===== src/sv/htbd_pkg.sv =====
// Shared types and constants for the hex text to byte decoder.
// No dependencies; used by the top level, the front end and the back end.
package htbd_pkg;

    // Default queue depths (entries)
    localparam int TOKEN_DEPTH_DEFAULT  = 2;
    localparam int RESULT_DEPTH_DEFAULT = 2;

    // Character codes of interest
    localparam logic [7:0] CHAR_SLASH      = 8'h2F;
    localparam logic [7:0] CHAR_STAR       = 8'h2A;
    localparam logic [7:0] CHAR_UNDERSCORE = 8'h5F;
    localparam logic [7:0] CHAR_LF         = 8'h0A;
    localparam logic [7:0] CHAR_CR         = 8'h0D;
    localparam logic [7:0] CHAR_SPACE      = 8'h20;
    localparam logic [7:0] CHAR_TAB        = 8'h09;
    localparam logic [7:0] CHAR_VT         = 8'h0B;
    localparam logic [7:0] CHAR_FF         = 8'h0C;

    // Input op codes
    localparam logic OP_CHAR = 1'b0;
    localparam logic OP_END  = 1'b1;

    // Character class found by the front end
    typedef enum logic [2:0] {
        CLS_END   = 3'd0,
        CLS_DIGIT = 3'd1,
        CLS_EOL   = 3'd2,
        CLS_SPACE = 3'd3,
        CLS_SLASH = 3'd4,
        CLS_STAR  = 3'd5,
        CLS_OTHER = 3'd6
    } cls_t;

    typedef struct packed {
        cls_t       cls;
        logic [3:0] digit;
    } token_t;

    // Result kinds
    typedef enum logic [1:0] {
        KIND_BYTE  = 2'd0,
        KIND_STOP  = 2'd1,
        KIND_ERROR = 2'd2
    } kind_t;

    typedef struct packed {
        kind_t      kind;
        logic [7:0] data;
    } result_t;

    // Parser status seen by the top level checks
    typedef struct packed {
        logic at_start;   // normal text, no first digit held
        logic have_high;  // first digit held
    } status_t;

endpackage


===== src/sv/hex_text_to_byte_decoder_top.sv =====
// Top level of the hex text to byte decoder: front end, token queue, back end,
// result queue. Depends on htbd_pkg, htbd_front, htbd_fifo, htbd_back.
//
//  channel   ports                              handshake
//  -------   ---------------------------------  ---------------------------
//  input     op, char_code                      push / full
//  result    kind, data_byte                    empty / pop
//  config    cfg_write_data                     cfg_write_en, no wait
//
// One character per cycle sustained while the result queue has room; a result
// reaches the result ports by way of the token queue, which holds its token, and
// the result queue, which the back end writes.
// Reset (rst_n low) empties both queues, clears the underscore option and
// returns the parser to normal text. A full result queue stalls the back end
// only; the token queue keeps taking input until it fills.
module hex_text_to_byte_decoder_top #(
    parameter int TOKEN_DEPTH  = htbd_pkg::TOKEN_DEPTH_DEFAULT,
    parameter int RESULT_DEPTH = htbd_pkg::RESULT_DEPTH_DEFAULT
) (
    input  logic       clk,
    input  logic       rst_n,
    input  logic       cfg_write_en,
    input  logic       cfg_write_data,
    input  logic       push,
    output logic       full,
    input  logic       op,
    input  logic [7:0] char_code,
    output logic       empty,
    input  logic       pop,
    output logic [1:0] kind,
    output logic [7:0] data_byte
);

    htbd_pkg::token_t  in_token;
    htbd_pkg::token_t  q_token;
    logic              tok_empty;
    logic              tok_take;
    logic              res_full;
    logic              res_push;
    htbd_pkg::result_t res_in;
    htbd_pkg::result_t res_out;
    htbd_pkg::status_t status;

    // Classify
    htbd_front u_front (
        .clk            (clk),
        .rst_n          (rst_n),
        .cfg_write_en   (cfg_write_en),
        .cfg_write_data (cfg_write_data),
        .op             (op),
        .char_code      (char_code),
        .token          (in_token)
    );

    // Token queue between front and back
    htbd_fifo #(
        .DEPTH (TOKEN_DEPTH),
        .WIDTH ($bits(htbd_pkg::token_t))
    ) u_tok_q (
        .clk      (clk),
        .rst_n    (rst_n),
        .push     (push),
        .full     (full),
        .data_in  (in_token),
        .pop      (tok_take),
        .empty    (tok_empty),
        .data_out (q_token)
    );

    // Parse
    htbd_back u_back (
        .clk       (clk),
        .rst_n     (rst_n),
        .tok_valid (!tok_empty),
        .tok       (q_token),
        .tok_take  (tok_take),
        .res_full  (res_full),
        .res_push  (res_push),
        .res       (res_in),
        .status    (status)
    );

    // Result queue
    htbd_fifo #(
        .DEPTH (RESULT_DEPTH),
        .WIDTH ($bits(htbd_pkg::result_t))
    ) u_res_q (
        .clk      (clk),
        .rst_n    (rst_n),
        .push     (res_push),
        .full     (res_full),
        .data_in  (res_in),
        .pop      (pop),
        .empty    (empty),
        .data_out (res_out)
    );

    assign kind      = res_out.kind;
    assign data_byte = res_out.data;

    // End of text always leaves the parser at its start state
    a_end_restarts: assert property (@(posedge clk) disable iff (!rst_n)
        tok_take && (q_token.cls == htbd_pkg::CLS_END) |=> status.at_start)
        else $error("parser not at start after end of text");

    // Back end never writes a full result queue
    a_no_overflow: assert property (@(posedge clk) disable iff (!rst_n)
        res_push |-> !res_full)
        else $error("result queue overflow");

    // A byte comes out only when a first digit was held
    a_byte_needs_high: assert property (@(posedge clk) disable iff (!rst_n)
        res_push && (res_in.kind == htbd_pkg::KIND_BYTE) |-> status.have_high)
        else $error("byte emitted without first digit");

    // An error result only when a first digit was held
    a_error_needs_high: assert property (@(posedge clk) disable iff (!rst_n)
        res_push && (res_in.kind == htbd_pkg::KIND_ERROR) |-> status.have_high)
        else $error("error emitted without first digit");

endmodule


===== src/sv/htbd_fifo.sv =====
// Small first-in first-out queue of register slots, generic payload width.
// No dependencies; instantiated twice by the top level.
module htbd_fifo #(
    parameter int DEPTH = 2,
    parameter int WIDTH = 8
) (
    input  logic             clk,
    input  logic             rst_n,
    input  logic             push,
    output logic             full,
    input  logic [WIDTH-1:0] data_in,
    input  logic             pop,
    output logic             empty,
    output logic [WIDTH-1:0] data_out
);

    localparam int PTR_W = (DEPTH > 1) ? $clog2(DEPTH) : 1;
    localparam int CNT_W = $clog2(DEPTH + 1);

    logic [WIDTH-1:0] slot_reg [DEPTH];
    logic [PTR_W-1:0] wr_ptr_reg, wr_ptr_next;
    logic [PTR_W-1:0] rd_ptr_reg, rd_ptr_next;
    logic [CNT_W-1:0] count_reg, count_next;
    logic             do_push, do_pop;

    assign full     = (count_reg == CNT_W'(DEPTH));
    assign empty    = (count_reg == '0);
    assign do_push  = push && !full;
    assign do_pop   = pop && !empty;
    assign data_out = slot_reg[rd_ptr_reg];

    // Pointer wrap and occupancy
    always_comb
    begin
        wr_ptr_next = wr_ptr_reg;
        rd_ptr_next = rd_ptr_reg;
        if (do_push)
        begin
            wr_ptr_next = (wr_ptr_reg == PTR_W'(DEPTH - 1)) ? '0 : wr_ptr_reg + PTR_W'(1);
        end
        if (do_pop)
        begin
            rd_ptr_next = (rd_ptr_reg == PTR_W'(DEPTH - 1)) ? '0 : rd_ptr_reg + PTR_W'(1);
        end
        count_next = count_reg + CNT_W'(do_push) - CNT_W'(do_pop);
    end

    always_ff @(posedge clk or negedge rst_n)
    begin
        if (!rst_n)
        begin
            wr_ptr_reg <= '0;
            rd_ptr_reg <= '0;
            count_reg  <= '0;
        end
        else
        begin
            wr_ptr_reg <= wr_ptr_next;
            rd_ptr_reg <= rd_ptr_next;
            count_reg  <= count_next;
        end
    end

    // Payload slots, no reset
    always_ff @(posedge clk)
    begin
        if (do_push)
        begin
            slot_reg[wr_ptr_reg] <= data_in;
        end
    end

endmodule


===== src/sv/htbd_front.sv =====
// Front end: holds the underscore option and classifies each input transfer.
// Depends on htbd_pkg.
module htbd_front (
    input  logic            clk,
    input  logic            rst_n,
    input  logic            cfg_write_en,
    input  logic            cfg_write_data,
    input  logic            op,
    input  logic [7:0]      char_code,
    output htbd_pkg::token_t token
);

    logic allow_underscore_reg;

    // Option register
    always_ff @(posedge clk or negedge rst_n)
    begin
        if (!rst_n)
        begin
            allow_underscore_reg <= 1'b0;
        end
        else if (cfg_write_en)
        begin
            allow_underscore_reg <= cfg_write_data;
        end
    end

    // Character classifier; letters map to low nibble + 9
    always_comb
    begin
        token.cls   = htbd_pkg::CLS_OTHER;
        token.digit = 4'd0;
        if (op == htbd_pkg::OP_END)
        begin
            token.cls = htbd_pkg::CLS_END;
        end
        else
        begin
            unique case (char_code) inside
                [8'h30:8'h39]:
                begin
                    token.cls   = htbd_pkg::CLS_DIGIT;
                    token.digit = char_code[3:0];
                end
                [8'h41:8'h46], [8'h61:8'h66]:
                begin
                    token.cls   = htbd_pkg::CLS_DIGIT;
                    token.digit = char_code[3:0] + 4'd9;
                end
                htbd_pkg::CHAR_LF, htbd_pkg::CHAR_CR:
                begin
                    token.cls = htbd_pkg::CLS_EOL;
                end
                htbd_pkg::CHAR_SPACE, htbd_pkg::CHAR_TAB, htbd_pkg::CHAR_VT,
                htbd_pkg::CHAR_FF:
                begin
                    token.cls = htbd_pkg::CLS_SPACE;
                end
                htbd_pkg::CHAR_SLASH:
                begin
                    token.cls = htbd_pkg::CLS_SLASH;
                end
                htbd_pkg::CHAR_STAR:
                begin
                    token.cls = htbd_pkg::CLS_STAR;
                end
                htbd_pkg::CHAR_UNDERSCORE:
                begin
                    token.cls = allow_underscore_reg ? htbd_pkg::CLS_DIGIT
                                                     : htbd_pkg::CLS_OTHER;
                end
                default:
                begin
                    token.cls = htbd_pkg::CLS_OTHER;
                end
            endcase
        end
    end

endmodule


===== src/sv/htbd_back.sv =====
// Back end: comment-skip state machine and digit pairing, one token per cycle while the result queue is not full.
// Depends on htbd_pkg.
module htbd_back (
    input  logic              clk,
    input  logic              rst_n,
    input  logic              tok_valid,
    input  htbd_pkg::token_t  tok,
    output logic              tok_take,
    input  logic              res_full,
    output logic              res_push,
    output htbd_pkg::result_t res,
    output htbd_pkg::status_t status
);

    typedef enum logic [4:0] {
        MODE_TEXT       = 5'b00001,
        MODE_SLASH      = 5'b00010,
        MODE_LINE       = 5'b00100,
        MODE_BLOCK      = 5'b01000,
        MODE_BLOCK_STAR = 5'b10000
    } mode_t;

    mode_t      mode_reg, mode_next;
    logic       have_high_reg, have_high_next;
    logic [3:0] high_digit_reg, high_digit_next;
    logic       emit;
    logic       finish;

    assign tok_take = tok_valid && !res_full;
    assign res_push = tok_take && emit;

    assign status.at_start  = (mode_reg == MODE_TEXT) && !have_high_reg;
    assign status.have_high = have_high_reg;

    // Next state and result
    always_comb
    begin
        mode_next       = mode_reg;
        have_high_next  = have_high_reg;
        high_digit_next = high_digit_reg;
        emit            = 1'b0;
        finish          = 1'b0;
        res.kind        = htbd_pkg::KIND_BYTE;
        res.data        = {high_digit_reg, tok.digit};

        if (tok_take)
        begin
            if (tok.cls == htbd_pkg::CLS_END)
            begin
                finish = 1'b1;
            end
            else
            begin
                unique case (mode_reg)
                    MODE_SLASH:
                    begin
                        if (tok.cls == htbd_pkg::CLS_SLASH)
                            mode_next = MODE_LINE;
                        else if (tok.cls == htbd_pkg::CLS_STAR)
                            mode_next = MODE_BLOCK;
                        else
                            finish = 1'b1;
                    end
                    MODE_LINE:
                    begin
                        if (tok.cls == htbd_pkg::CLS_EOL)
                            mode_next = MODE_TEXT;
                    end
                    MODE_BLOCK:
                    begin
                        if (tok.cls == htbd_pkg::CLS_STAR)
                            mode_next = MODE_BLOCK_STAR;
                    end
                    MODE_BLOCK_STAR:
                    begin
                        if (tok.cls == htbd_pkg::CLS_SLASH)
                            mode_next = MODE_TEXT;
                        else if (tok.cls != htbd_pkg::CLS_STAR)
                            mode_next = MODE_BLOCK;
                    end
                    MODE_TEXT:
                    begin
                        case (tok.cls)
                            htbd_pkg::CLS_SPACE, htbd_pkg::CLS_EOL:
                            begin
                                // whitespace skipped
                            end
                            htbd_pkg::CLS_SLASH:
                            begin
                                mode_next = MODE_SLASH;
                            end
                            htbd_pkg::CLS_DIGIT:
                            begin
                                if (have_high_reg)
                                begin
                                    emit            = 1'b1;
                                    have_high_next  = 1'b0;
                                    high_digit_next = 4'd0;
                                end
                                else
                                begin
                                    have_high_next  = 1'b1;
                                    high_digit_next = tok.digit;
                                end
                            end
                            default:
                            begin
                                finish = 1'b1;
                            end
                        endcase
                    end
                    default:
                    begin
                        mode_next = MODE_TEXT;
                    end
                endcase
            end

            // Stop or error: back to start state
            if (finish)
            begin
                emit            = 1'b1;
                res.kind        = have_high_reg ? htbd_pkg::KIND_ERROR
                                                : htbd_pkg::KIND_STOP;
                res.data        = 8'd0;
                mode_next       = MODE_TEXT;
                have_high_next  = 1'b0;
                high_digit_next = 4'd0;
            end
        end
    end

    always_ff @(posedge clk or negedge rst_n)
    begin
        if (!rst_n)
        begin
            mode_reg       <= MODE_TEXT;
            have_high_reg  <= 1'b0;
            high_digit_reg <= 4'd0;
        end
        else
        begin
            mode_reg       <= mode_next;
            have_high_reg  <= have_high_next;
            high_digit_reg <= high_digit_next;
        end
    end

endmodule

===== config.mk =====
export PLATFORM = sky130hd
export DESIGN_NAME = hex_text_to_byte_decoder_top
export DESIGN_NICKNAME = d
export VERILOG_FILES = /design/src/sv/htbd_pkg.sv /design/src/sv/hex_text_to_byte_decoder_top.sv /design/src/sv/htbd_fifo.sv /design/src/sv/htbd_front.sv /design/src/sv/htbd_back.sv
export SDC_FILE = /design/constraint.sdc
export NUM_CORES = 1
export LEC_CHECK = 0
export BUFFER_PORTS_ARGS = -buffer_cell sky130_fd_sc_hd__buf_2
export CAP_MARGIN = 0
export CORE_AREA = 2 2 81 83
export CTS_CLUSTER_SIZE = 25
export DETAILED_ROUTE_END_ITERATION = 6
export DIE_AREA = 0 0 83 85
export PLACE_DENSITY = 0.66
export SLEW_MARGIN = 20
export SYNTH_ARGS = -nofsm -noshare
export SYNTH_HDL_FRONTEND = slang
export SYNTH_HIERARCHICAL = 1
export SYNTH_SLANG_ARGS = --single-unit

===== constraint.sdc =====
create_clock -name clk -period 3.5 [get_ports clk]
set_input_delay 0.175 -clock clk [delete_from_list [all_inputs] [get_ports clk]]
set_output_delay 0.175 -clock clk [all_outputs]
set_load 0.05 [all_outputs]

# Word level (Yosys, flattened, before mapping)
# Memory sizes are Yosys's and may differ from the RTL's.
# Cells that the tools add are included.
# totals
regBits	19
latchBits	0
ramBits	34
rom_bits	0
out_inout_bits	12
word_cells	128
memories	2
# classes
add_sub_neg	9
multipliers	0
div_mod_pow	0
n_lt_le_gt_ge	6
n_eq_ne	28
shifts	0
muxes	48
bitwise	0
n_reduce_logical	25
# memory_table
name	depth	word_bits	read_ports	rd_ports_with_merged_regs	write_ports	line	source
u_res_q.slot_reg	2	10	1	0	1	htbd_fifo.sv:20	logic [WIDTH-1:0] slot_reg [DEPTH];
u_tok_q.slot_reg	2	7	1	0	1	htbd_fifo.sv:20	
# op_table
cell	n
two-way mux 5 bit	9
equality test 8 x 4 -> 1 bit (second input constant)	5
case mux 5 bit (5 select lines)	1
equality test 8 x 6 -> 1 bit (second input constant)	3
two-way mux 1 bit	24
two-way mux 4 bit	6
two-way mux 10 bit	2
case mux 3 bit (6 select lines)	1
greater-or-equal comparator 8 x 7 -> 1 bit (second input constant)	2
less-or-equal comparator 8 x 7 -> 1 bit (second input constant)	2
logical AND 1 bit	9
equality test 8 x 7 -> 1 bit (second input constant)	1
greater-or-equal comparator 8 x 6 -> 1 bit (second input constant)	1
less-or-equal comparator 8 x 6 -> 1 bit (second input constant)	1
!= test 4 x 1 -> 1 bit (second input constant)	2
case mux 4 bit (2 select lines)	1
OR reduction 4 bit	2
AND reduction 7 bit	1
equality test 3 x 2 -> 1 bit (second input constant)	2
equality test 3 bit (second input constant)	2
two-way mux 3 bit	2
!= test 3 x 1 -> 1 bit (second input constant)	2
!= test 3 bit (second input constant)	2
equality test 5 x 1 -> 1 bit (second input constant)	1
20 further kinds	32

# Logic depth before layout (Yosys ltp)
# Gate-level depths: netlist of run 1.
# An unclocked memory read counts as a cell.
# depth
depth_word	13
ltp_mapped	13
depth_no_buf	12

# Modules after synthesis
# The synthesis of run 1 kept the hierarchy.
# modules_own_cells
mod	n_inst	cells_per_inst	area_per_inst_um2	seq_area_each_um2
htbd_fifo (u_res_q)	1	49	924.6	700.7
htbd_back	1	98	818.3	251.5
htbd_fifo (u_tok_q)	1	40	704.4	520.5
htbd_front	1	54	401.6	25.0
hex_text_to_byte_decoder_top	1	1	3.8	0.0

# Worst setup path before layout of run 1
# Ideal clock, no wire load.
# synth_path
path_kind	flip-flop to flip-flop
startpoint	register u_back.mode_reg[0]
endpoint	register u_res_q.count_reg[1]
arrival_time_ns	2.622
required_ns	3.377
slack_ns	0.755
stages_incl_launch_ff	13
n_path_buf	2
path_cell_list	dfstp_2 buf_2 or4b_1 o31ai_2 o21ai_1 buf_2 o21ai_1 nand2_1 ha_1 inv_1 ha_1 xnor2_1 xnor2_1
# synth_via
elab_chain_cells	10
word_cells_on_any_way	13
classes_between	2 x add/sub; 2 x eq/ne; 7 x mux; 2 x reduce/logical
# synth_lines
element	line	source
start, declared	htbd_back.sv:23	mode_t mode_reg, mode_next;
start signal, assigned	htbd_back.sv:143	mode_reg <= mode_next;
equality test 5 x 1 -> 1 bit / equality test 5 x 2 -> 1 bit (equally long branches)	n/a	
case mux 1 bit (2 select lines)	htbd_back.sv:54	unique case (mode_reg)
two-way mux 1 bit	htbd_back.sv:48	if (tok.cls == htbd_pkg::CLS_END)
two-way mux 1 bit	htbd_back.sv:46	if (tok_take)
two-way mux 1 bit *	htbd_back.sv:120	if (finish)
two-way mux 1 bit *	htbd_back.sv:46	
logical AND 1 bit *	htbd_back.sv:30	assign res_push = tok_take && emit;
net res_push	hex_text_to_byte_decoder_top.sv:39	logic res_push;
logical AND 1 bit *	htbd_fifo.sv:28	assign do_push = push && !full;
adder 2 x 1 -> 2 bit *	htbd_fifo.sv:45	count_next = count_reg + CNT_W'(do_push) - CNT_W'(do_pop);
subtractor 2 x 1 -> 2 bit *	htbd_fifo.sv:45	
net u_res_q.count_next[1]	htbd_fifo.sv:23	logic [CNT_W-1:0] count_reg, count_next;
end signal, assigned	htbd_fifo.sv:60	count_reg <= count_next;
end, declared	htbd_fifo.sv:23	
# The timed path passes the listed nets; every way through them passes the cells marked *. The select of a mux whose other input is x is not followed.
# A chain may end at the register's enable or synchronous reset.

==> impl_metrics.toml, run 1 <==
[outcome]
status = "finished, final reports clean"

[placement]
port_buffers = 26
place_hpwl_um = 3460
gp_congestion = 0.923

[pwr]
p_comb_share_pct = 48.0
clockPowerShare_pct = 12.2
totalPowerFinal_w = 0.00270
leakage_nw = 1.23
p_sw_share_pct = 42.1
power_density_nw_per_um2 = 867
p_int_w = 0.00156
switching_power_w = 0.00114
irDropWorstVdd_v = 0.000468
seqPwrFrac_pct = 39.8

[route]
drtPass1Iterations = 4
num_vias = 1849
drc = 0
via_per_inst = 5.38
wl_per_cell_um = 13.5
ant_nets = 0
drt_iter0_drc = 45
wl_um = 4640

[cts]
clock_latency_ns = 0.30
clockRootBuffer = "clkbuf_8"
cts_tree = "done"
cts_max_level = 2
cts_buffers = 5
cts.sinks = 53
path_clk_slew_ns = 0.09
post_cts_buffers = 0
clock_path_buffers = 2

[min_path]
hp-class = "input pin to flop"
holdPathStages = 2

[floorplan]
die_w_um = 83
die_h_um = 85
dieArea_sq_um = 7060
start_util_pct = 45.8
rows = 29
io_pins = 27
core_area_sq_um = 6200

[grt]
overflow = 0
grt_usage_pct = 13.9
grt_max_degree = 20
grt_pass1_wl_um = 8110
grt_pass1_vias = 1795
grt_antenna_before_repair = 0

[final_layout]
area_growth_pct = 9.51
n_antenna_cell = 0
drive_gt1_share_pct = 25.8
fillers = 562
largest_register_ffs = 20
fin_nets = 290
final_util_pct = 50.2

[timing]
finalSetupViolCount = 0
worst_pin_slew_ns = 0.813
whs_ns = 0.108
relSlewSlack_pct = 45.6
hold_viol = 0
rsz0062_at_grt = "no"
fin_crit_ns = 3.04
fin_crit_sh_pct = 86.7
max_freq_mhz = 329
tns_ns = 0
report.final.slew_viol_count = 0
fin_worst_skew_ns = 0.0114

[setup_path]
cp-start-kind = "flop"
required_ns = 3.43
cp-end-kind = "flop"
crit_type = "flop to flop"
arrival_ns = 2.96
ff2ff_path_depth = 5
crit_fanout = 11

[logic_synthesis]
synth_area_per_cell_sq_um = 11.8
synthesis.area_sq_um = 2840
ys.warnings.count = 6
syn_inst = 240
syn-num-nets = 264

[job]
timing.max_cap.violations = 0
[placed cells by master, fill, tap and decap left out, drive strengths merged, types with 2 or more instances in the layout]
cell     n
ha       9
nor2b    6
mux2    19
xor2     4
buf     28
o21ai   13
a21oi    7
nand3   11
dfrtp   18
nor3     4
nand2b   7
clkinv   3
nand3b   4
o31ai    3
nor2    17
or4b     3
inv     12
a211oi   2
nand2   14
xnor2    6
edfxtp  34
and2     9
or4      2
and3     2
clkbuf   5
a31oi    4
[final timing paths]
kind	from	endpoint	slack, ns
setup / recovery	u_tok_q/rd_ptr_reg$_DFFE_PN0P_	u_res_q/slot_reg[0][6]$_DFFE_PP_	0.46
hold / removal	cfg_write_data	u_front/allow_underscore_reg$_DFFE_PN0P_	0.11
setup reg to reg	u_tok_q/rd_ptr_reg$_DFFE_PN0P_	u_res_q/slot_reg[0][6]$_DFFE_PP_	0.46
hold reg to reg	u_tok_q/wr_ptr_reg$_DFFE_PN0N_	u_tok_q/wr_ptr_reg$_DFFE_PN0N_	0.50
max in group asynchronous	rst_n	u_back/mode_reg[0]$_DFFE_PN1P_	2.82
min in group asynchronous	rst_n	u_back/high_digit_reg[2]$_DFFE_PN0P_	0.35
[metal layers]
metal | GRT usage [%] | vias up | wire length (um)
li1 | - | 917 | -
met1 | 18.3 | 878 | 2110
met2 | 23.4 | 49 | 2290
met3 | 2.33 | 5 | 187
met4 | 5.07 | 0 | 58
met5 | 0 | - | 0
[power by group through the flow]
| stage | Combinational (W) | Clock (W) | Sequential [W] |
|---|---|---|---|
| 2_1_floorplan | 0.00114 | 0 | 0.00101 |
| 6_report | 0.00129 | 0.000330 | 0.00107 |
| 5_1_grt | 0.00142 | 0.000368 | 0.00110 |
| 3_3_place_gp | 0.00129 | 0 | 0.00108 |
| 4_1_cts | 0.00131 | 0.000342 | 0.00108 |
| 3_5_place_dp | 0.00130 | 0 | 0.00109 |
[worst max-delay path, stage by stage (launching register included)]
cell and delay (ns):
dfrtp_1 0.54, mux2_2 0.42, or4_1 0.72, o21ai_1 0.22, nand2_1 0.13, nor2_1 0.64
[layout make-up]
class | instances | area [sq um] | share of cell area [%]
tap | 77 | 96.3 | 3.10
inverter | 12 | 45.0 | 1.45
clock buffer | 5 | 68.8 | 2.21
multi-input combinational | 165 | 1230 | 39.6
clock inverter | 3 | 17.5 | 0.563
sequential | 53 | 1500 | 48.1
timing repair buffer | 29 | 155 | 4.99
[through the flow]
stage | cells | setup slack (ns) | area, sq um
global placement | 335 | 0.538 | 3020
global route | 344 | 0.275 | 3110
finish | 344 | 0.465 | 3110
CTS | 344 | 0.433 | 3110
detailed placement | 335 | 0.440 | 3020
floorplan | 240 | 0.755 | 2840
[repair_timing]
item	in CTS	in global routing
resized for setup	0	0
hold endpoints to repair	18	0
hold buffers	1	0
Power figures use the tool's default switching activity.
==> inputs of run 2 (changes only) <==
- PLACE_DENSITY: 0.66 -> 0.68
==> run 2 against run 1 <==
  * Global-route usage is 1.4 points higher
  * Largest power group unchanged
  * Worst setup slack worse by 0.071 ns
  * Clock power is 1% higher
==> impl_metrics.toml, run 2 (synthesis results as in run 1) <==
[outcome]
status = "finished, final reports clean"

[timing]
hold_viol = 0
fin_crit_ns = 3.11
worst_pin_slew_ns = 0.860
fin_worst_skew_ns = 0.00986
relSlewSlack_pct = 42.4
fin_ws_ns = 0.393
fin_crit_sh_pct = 88.8
finalSetupViolCount = 0
report.final.slew_viol_count = 0
tns_ns = 0
rsz0062_at_grt = "no"
max_freq_mhz = 322
whs_ns = 0.103

[final_layout]
n_antenna_cell = 0
final_common_cell = "edfxtp_1"
final_util_pct = 50.1
largest_register_ffs = 20
seqCellArea_sq_um = 1500
area_growth_pct = 9.42
fillers = 566
drive_gt1_share_pct = 25.5
fin_nets = 290
multiInputGateArea_sq_um = 1230
layout_common_cells = "edfxtp_1 (34), buf_2 (26), dfrtp_1 (18), mux2_2 (18), nor2_1 (16)"
stdcell_count = 344

[setup_path]
crit_type = "flop to flop"
crit_path_top_delay_cell = "or4_1"
cp-start-kind = "flop"
crit_chain = "nor3_2, nand3b_1, or4_1, o21ai_1, nand2_1, nor2_1"
cp_slowest_stage_delay_ns = 0.71
critPathTopFamily = "simple AND/OR/NAND/NOR gates"
critical_path_buf_inv_count = 0
crit_fanout = 11
arrival_ns = 3.04
required_ns = 3.43
cp-end-kind = "flop"

[cts]
path_clk_slew_ns = 0.10
clock_path_buffers = 2
cts.sinks = 53
clockRootBuffer = "clkbuf_8"
cts_tree = "done"
cts_buffers = 5
cts_max_level = 2
post_cts_buffers = 0
ctsHoldBuffers = 1
clock_latency_ns = 0.30
postCtsResizedCells = 0

[placement]
place_hpwl_um = 3560
placedCellCount = 335
port_buffers = 26
pre_cts_slack_ns = 0.402
gp_congestion = 0.930

[route]
wl_um = 4900
num_vias = 1875
via_per_inst = 5.45
wl_per_cell_um = 14.3
drc = 0
drtPass1Iterations = 4
drt_iter0_drc = 47
ant_nets = 0

[grt]
grt_pass1_wl_um = 8720
grt_pass1_vias = 1914
grt_usage_pct = 15.3
grt_max_degree = 20
grt_antenna_before_repair = 0
overflow = 0

[floorplan]
die_w_um = 83
dieArea_sq_um = 7060
rows = 29
die_h_um = 85
start_util_pct = 45.8
core_area_sq_um = 6200
io_pins = 27

[min_path]
hp-class = "input pin to flop"

[pwr]
irDropWorstVdd_v = 0.000445
leakage_nw = 1.22
power_density_nw_per_um2 = 875

[job]
timing.max_cap.violations = 0
run 2: cell count changes in the layout (fill, tap and decap cells not counted), sizes merged:
cell / before / now
clkbuf: 5 / 7
clkinvlp: 0 / 1
clkinv: 3 / 0
run 2: power by group:
part / internal, W / total (W) / switching [W]
clock: 0.000142 / 0.000334 / 0.000192
combinational: 0.000493 / 0.00132 / 0.000830
sequential: 0.000939 / 0.00106 / 0.000124
total: 0.00157 / 0.00272 / 0.00115
run 2: layout make-up:
| type | instances | area share (%) |
|---|---|---|
| sequential | 53 | 48.2 |
| multi-input combinational | 165 | 39.6 |
| timing repair buffer | 29 | 4.99 |
| tap | 77 | 3.10 |
| clock buffer | 7 | 2.45 |
| inverter | 12 | 1.45 |
| clock inverter | 1 | 0.241 |
run 2: worst paths after layout:
kind                                                      from                                  endpoint  slack (ns)  cells after the start
max in group asynchronous                                rst_n            u_back/mode_reg[0]$_DFFE_PN1P_        2.83                      2
worst min-delay path                            cfg_write_data  u_front/allow_underscore_reg$_DFFE_PN0P_        0.10                      2
min in group asynchronous                                rst_n            u_res_q/wr_ptr_reg$_DFFE_PN0P_        0.34                      2
worst min register to register  u_tok_q/wr_ptr_reg$_DFFE_PN0N_            u_tok_q/wr_ptr_reg$_DFFE_PN0N_        0.49                      1
worst max-delay path            u_back/mode_reg[4]$_DFFE_PN0P_          u_res_q/slot_reg[0][2]$_DFFE_PP_        0.39                      6
worst max register to register  u_back/mode_reg[4]$_DFFE_PN0P_          u_res_q/slot_reg[0][2]$_DFFE_PP_        0.39                      6
run 2: metrics by stage:
| stage | power (W) | area [sq um] |
|---|---|---|
| 4_1_cts | 0.00275 | 3110 |
| 3_3_place_gp | 0.00237 | 3020 |
| 3_5_place_dp | 0.00240 | 3020 |
| 2_1_floorplan | 0.00215 | 2840 |
| 5_1_grt | 0.00293 | 3110 |
| 6_report | 0.00272 | 3110 |
run 2: routing by layer:
| layer | global-route usage (%) | part of all wire, % | up-vias |
|---|---|---|---|
| li1 | - | - | 922 |
| met4 | 5.51 | 2.1 | 0 |
| met5 | 0 | 0 | - |
| met2 | 26.2 | 50 | 44 |
| met3 | 3.89 | 3.8 | 11 |
| met1 | 18.8 | 44 | 898 |
